==> src/anova_pkg.sv <==
// package for the one-way anova f statistic block: payload types, constants, state codes
package anova_pkg;

    localparam int unsigned GROUPS_DEF      = 16;
    localparam int unsigned MAX_SAMPLES_DEF = 65536;
    localparam int unsigned SAMPLE_BITS_DEF = 24;

    localparam int unsigned IDX_W  = 4;
    localparam int unsigned SMP_W  = 24;
    localparam int unsigned SS_W   = 63;
    localparam int unsigned F_W    = 32;
    localparam int unsigned K_W    = 5;
    localparam int unsigned N_W    = 17;

    typedef enum logic [1:0] {
        ST_OK       = 2'd0,
        ST_FEW_GRP  = 2'd1,
        ST_NO_DOF   = 2'd2,
        ST_MSW_ZERO = 2'd3
    } t_status;

    typedef struct packed {
        logic [IDX_W-1:0]        group_index;
        logic signed [SMP_W-1:0] sample_value;
        logic                    last_sample;
    } t_in_word;

    typedef struct packed {
        logic [SS_W-1:0] between_sum_squares;
        logic [SS_W-1:0] within_sum_squares;
        logic [SS_W-1:0] between_mean_square;
        logic [SS_W-1:0] within_mean_square;
        logic [F_W-1:0]  f_ratio;
        logic [K_W-1:0]  groups_used;
        logic [N_W-1:0]  total_samples;
        t_status         status;
    } t_out_word;

    typedef enum logic [3:0] {
        S_CLEAR,
        S_ACC,
        S_WALK_RD,
        S_WALK_SQ,
        S_WALK_DIV,
        S_WALK_ACC,
        S_TOT_SQ,
        S_TOT_DIV,
        S_SS,
        S_MSB_DIV,
        S_MSW_DIV,
        S_F_DIV,
        S_OUT
    } t_state;

endpackage

==> src/anova_div.sv <==
// shared restoring divider, one quotient bit per cycle
module anova_div
    import anova_pkg::*;
#(
    parameter int unsigned NUM_W = 128,
    parameter int unsigned DEN_W = 64
) (
    input  logic             i_clk,
    input  logic             i_rst_n,
    input  logic             i_start,
    input  logic [NUM_W-1:0] i_num,
    input  logic [DEN_W-1:0] i_den,
    output logic             o_done,
    output logic [NUM_W-1:0] o_quot
);
    localparam int unsigned CNT_W = $clog2(NUM_W + 1);

    logic [NUM_W-1:0] r_q, n_q;
    logic [DEN_W:0]   r_rem, n_rem;
    logic [DEN_W-1:0] r_den;
    logic [CNT_W-1:0] r_cnt, n_cnt;
    logic             r_busy, n_busy, r_done, n_done;
    logic [DEN_W:0]   w_sh;

    assign w_sh = {r_rem[DEN_W-1:0], r_q[NUM_W-1]};

    always_comb begin
        n_q    = r_q;
        n_rem  = r_rem;
        n_cnt  = r_cnt;
        n_busy = r_busy;
        n_done = 1'b0;
        if (i_start) begin
            n_q    = i_num;
            n_rem  = '0;
            n_cnt  = CNT_W'(NUM_W);
            n_busy = 1'b1;
        end else if (r_busy) begin
            if (w_sh >= {1'b0, r_den}) begin
                n_rem = w_sh - {1'b0, r_den};
                n_q   = {r_q[NUM_W-2:0], 1'b1};
            end else begin
                n_rem = w_sh;
                n_q   = {r_q[NUM_W-2:0], 1'b0};
            end
            n_cnt = r_cnt - 1'b1;
            if (r_cnt == CNT_W'(1)) begin
                n_busy = 1'b0;
                n_done = 1'b1;
            end
        end
    end

    always_ff @(posedge i_clk) begin
        if (!i_rst_n) begin
            r_busy <= 1'b0;
            r_done <= 1'b0;
            r_cnt  <= '0;
        end else begin
            r_busy <= n_busy;
            r_done <= n_done;
            r_cnt  <= n_cnt;
        end
        r_q   <= n_q;
        r_rem <= n_rem;
        if (i_start) begin
            r_den <= i_den;
        end
    end

    assign o_done = r_done;
    assign o_quot = r_q;
endmodule

==> config.mk <==
export PLATFORM = sky130hd
export DESIGN_NAME = anova_div
export DESIGN_NICKNAME = d
export VERILOG_FILES = /design/src/anova_pkg.sv /design/src/anova_div.sv
export SDC_FILE = /design/constraint.sdc
export NUM_CORES = 1
export LEC_CHECK = 0
export BUFFER_PORTS_ARGS = -buffer_cell sky130_fd_sc_hd__buf_2
export CORE_MARGIN = 5
export CORE_UTILIZATION = 59
export DETAILED_ROUTE_END_ITERATION = 8
export GPL_TIMING_DRIVEN = 1
export PLACE_DENSITY = 0.93
export SLEW_MARGIN = 0
export SYNTH_ARGS = -nofsm -noshare
export SYNTH_HDL_FRONTEND = slang
export SYNTH_SLANG_ARGS = --single-unit
==> constraint.sdc <==
create_clock -name i_clk -period 8.6 [get_ports i_clk]
set_input_delay 1.72 -clock i_clk [delete_from_list [all_inputs] [get_ports i_clk]]
set_output_delay 1.72 -clock i_clk [all_outputs]
set_load 0.01 [all_outputs]
==> summary.md <==
| Metric | Value |
|---|---|
| Status | `finished clean` |
| Crit path DAT | `4.53 ns` |
| EDFF count, synth | `192` |
| Maximum fanout along the worst path | `110` |
| FF+latch count, synth | `between 200 and 300` |
| Maximum root-to-sink buffer count | `3` |
| Sequential power share | `41.7%` |
| Slew headroom | `26.6%` |
| GPL Wtd Cong | `0.983` |
| Post-synthesis cell area | `14600 um^2` |
| Post-Route Setup TNS | `0 ns` |
| Multi-input gate area | `6800 um^2` |
| Synth Flop Type | `edfxtp_1` |
| Total leakage power | `around 0.0073 uW` |
| DR vias | `12300` |
| Final-report hold violation count | `0` |
| H-tree Lvls | `1` |
| Fin Clk Skew | `0.0593 ns` |
| Reg clk slew, reported paths | `0.06 ns` |
| Post-route ant nets | `0` |
| Pins Over Slew Limit | `0` |
| Worst skew pair latency | `0.59 ns` |
| Max-cap check violation count | `0` |
| Initial antenna violation count | `13` |
| Placed cell areas | `16400 um^2` |
| Num CTS Buffers | `28` |
| Final instance area | `17500 um^2` |
| Post-synthesis sequential area ratio | `between 40% and 50%` |
| Register area | `7250 um^2` |
| Num ports | `between 300 and 400` |
| CTS tree | `yes` |
| Root Buffer | `clkbuf_16` |
| DRT Pass-1 Iters | `7` |
| YS warnings | `0` |
| Psw | `between 1000 and 1500 uW` |
| Final setup viols | `0` |
| Largest net degree at the start of global routing | `111` |
| First-pass GRT wire length | `66.8 mm` |
| Mean Syn Cell Area | `10.5 um^2` |
| Post-CTS Resized | `0` |
| Grt total ovfl | `0` |
| Cell Int Power | `2700 uW` |
| Post-CTS setup buffers | `0` |
| Comb pwr share | `between 20 and 25%` |
| Crit path required time | `8.83 ns` |
| Slew @ Worst Pin | `1.10 ns` |
| Hold Crit Class | `flop to flop` |
| R2R Setup Slk | `roughly 4.7 ns` |
| Switch share | `29.9%` |
| Die area | `around 28000 um^2` |
| Clock period minus worst slack | `around 4.3 ns` |
| PortBufs | `323` |
| Share of the synthesized area in the top cell type | `roughly two fifths` |
| Area of the core | `24400 um^2` |
| Asr flop ratio synth | `0%` |
| Fillers | `1706` |
| Critical path capture point type | `flop` |
| Most frequent cells in the layout | `buf_2, edfxtp_1, nand2_1` |
| Die Ht | `between 150 and 200 um` |
| Number of global-route vias before repair | `12200` |
| CP Launch Type | `primary input` |
| DRC errors left | `0` |
| Syn Inst Count | `roughly 1400` |
| Post-synth net total | `about 1700` |
| Pwr Density | `220 nW/um^2` |
| Commonest non-fill, non-tap cell in the layout | `buf_2` |
| Final layout net count | `1944` |
| Clk pwr share | `between 30% and 40%` |
| Peak Freq | `232 MHz` |
| Layout area overhead | `19.6%` |
| Die X | `167 um` |
| Iter 0 DRT Violations | `980` |
| GRT Total Usage | `29.6%` |
| VDD IR max | `215 uV` |
| Vias per inst | `6.06` |
| DPL Wire Length | `31.0 mm` |
| # rows | `57` |
| Largest cells by area after synthesis | `edfxtp_1, dfxtp_1, mux2_2, ha_1, a21oi_1` |
| Share of layout cells above drive strength 1 | `30.5%` |
| Yosys top cell by area | `edfxtp_1` |
| Starting density of the core | `between 50% and 60%` |
| Clock sinks | `~270` |
| Worst Setup Path Type | `primary input to flop` |
| Yosys cell types | `65` |
| Hold Buf Count CTS | `0` |
| WL/cell | `21.5 um` |
| Drt total wl | `roughly 44 mm` |
| Final Cycle Share | `50.0%` |
| RSZ-0062 raised after global routing | `false` |
==> sequential cells by signal (all words and copies together) (netlist names) <==
signal  count
r_busy      1
r_den      64
r_cnt       8
r_rem      64
o_quot    128
o_done      1
==> routing by layer <==
| metal | up-vias | GRT usage [%] | part of all wire [%] |
|---|---|---|---|
| met5 | - | 0 | 0.16 |
| met4 | 12 | 14.4 | 6.0 |
| met3 | 138 | 8.46 | 9.0 |
| met2 | 607 | 51.0 | 49 |
| met1 | 5848 | 33.9 | 36 |
| li1 | 5717 | - | - |
==> cell families (layout without fill, tap and decap cells) <==
logic type | count (synthesis) | after routing | synth area share [%]
and+or+nand+nor | 370 | 370 | 11.4
AOI/OAI and AO/OA | 343 | 343 | 15.4
DFF | 266 | 266 | 49.5
buffers and inverters | 154 | 465 | 4.10
muxes | 135 | 135 | 10.4
adders and majority gates | 67 | 67 | 5.78
xor gates and xnor gates | 58 | 58 | 3.47
other | 0 | 5 | 0
==> final cells by class <==
cell class	instances	area share, %
clock inverter	20	1.73
sequential	266	41.4
inverter	83	1.78
antenna	5	0.0715
tap	324	2.32
timing repair buffer	330	9.60
clock buffer	32	4.21
multi-input combinational	973	38.8
==> worst max-delay path: stages <==
cell	delay [ns]
buf_8	0.53
clkinv_1	0.52
nand2_4	0.92
buf_4	0.66
==> power by group through the flow <==
stage	Clock [uW]	Combinational, uW	Sequential [uW]
global placement	0	831	1620
detailed placement	0	861	1630
finish	1360	885	1610
CTS	1370	871	1610
floorplan	0	567	1640
global route	1430	961	1620
==> cell usage after synthesis (5+ instances only) <==
cell type	n
a211oi_1	29
a21o_1	26
a21oi_1	121
a311oi_1	30
a31oi_1	7
and2_1	6
and3_1	11
buf_1	5
buf_2	14
clkbuf_1	51
dfxtp_1	74
edfxtp_1	192
ha_1	66
inv_1	82
mux2_2	131
nand2_1	148
nand2b_1	6
nand3_1	19
nand4_1	21
nor2_1	104
nor2b_1	8
nor3_1	21
o211ai_1	9
o21a_1	7
o21ai_0	47
o21ai_1	9
o21bai_1	15
o221ai_1	5
o31ai_1	6
or3_1	8
xnor2_1	41
xor2_1	17
==> stage by stage <==
| stage | setup WS [ns] | hold slack [ns] | utilization (%) | power (uW) | std cells |
|---|---|---|---|---|---|
| 2_1_floorplan | 3.50 | 0.456 | - | 2200 | 1393 |
| 3_3_place_gp | 3.83 | 0.467 | 67.4 | 2450 | 1976 |
| 3_5_place_dp | 3.71 | 0.488 | 67.4 | 2490 | 1976 |
| 4_1_cts | 4.31 | 0.498 | 71.7 | 3850 | 2028 |
| 5_1_grt | 4.11 | 0.516 | 71.7 | 4010 | 2031 |
| 6_report | 4.30 | 0.497 | 71.7 | 3860 | 2033 |
==> final timing paths <==
| path | end | from | cells past startpoint |
|---|---|---|---|
| hold reg to reg | r_rem[15] | r_rem[15] | 2 |
| setup / recovery | o_quot[70] | i_start | 4 |
| setup reg to reg | r_rem[58] | r_den[4] | 13 |
| hold / removal | r_rem[15] | r_rem[15] | 2 |
Note: power is estimated with default switching activity, not from simulation.
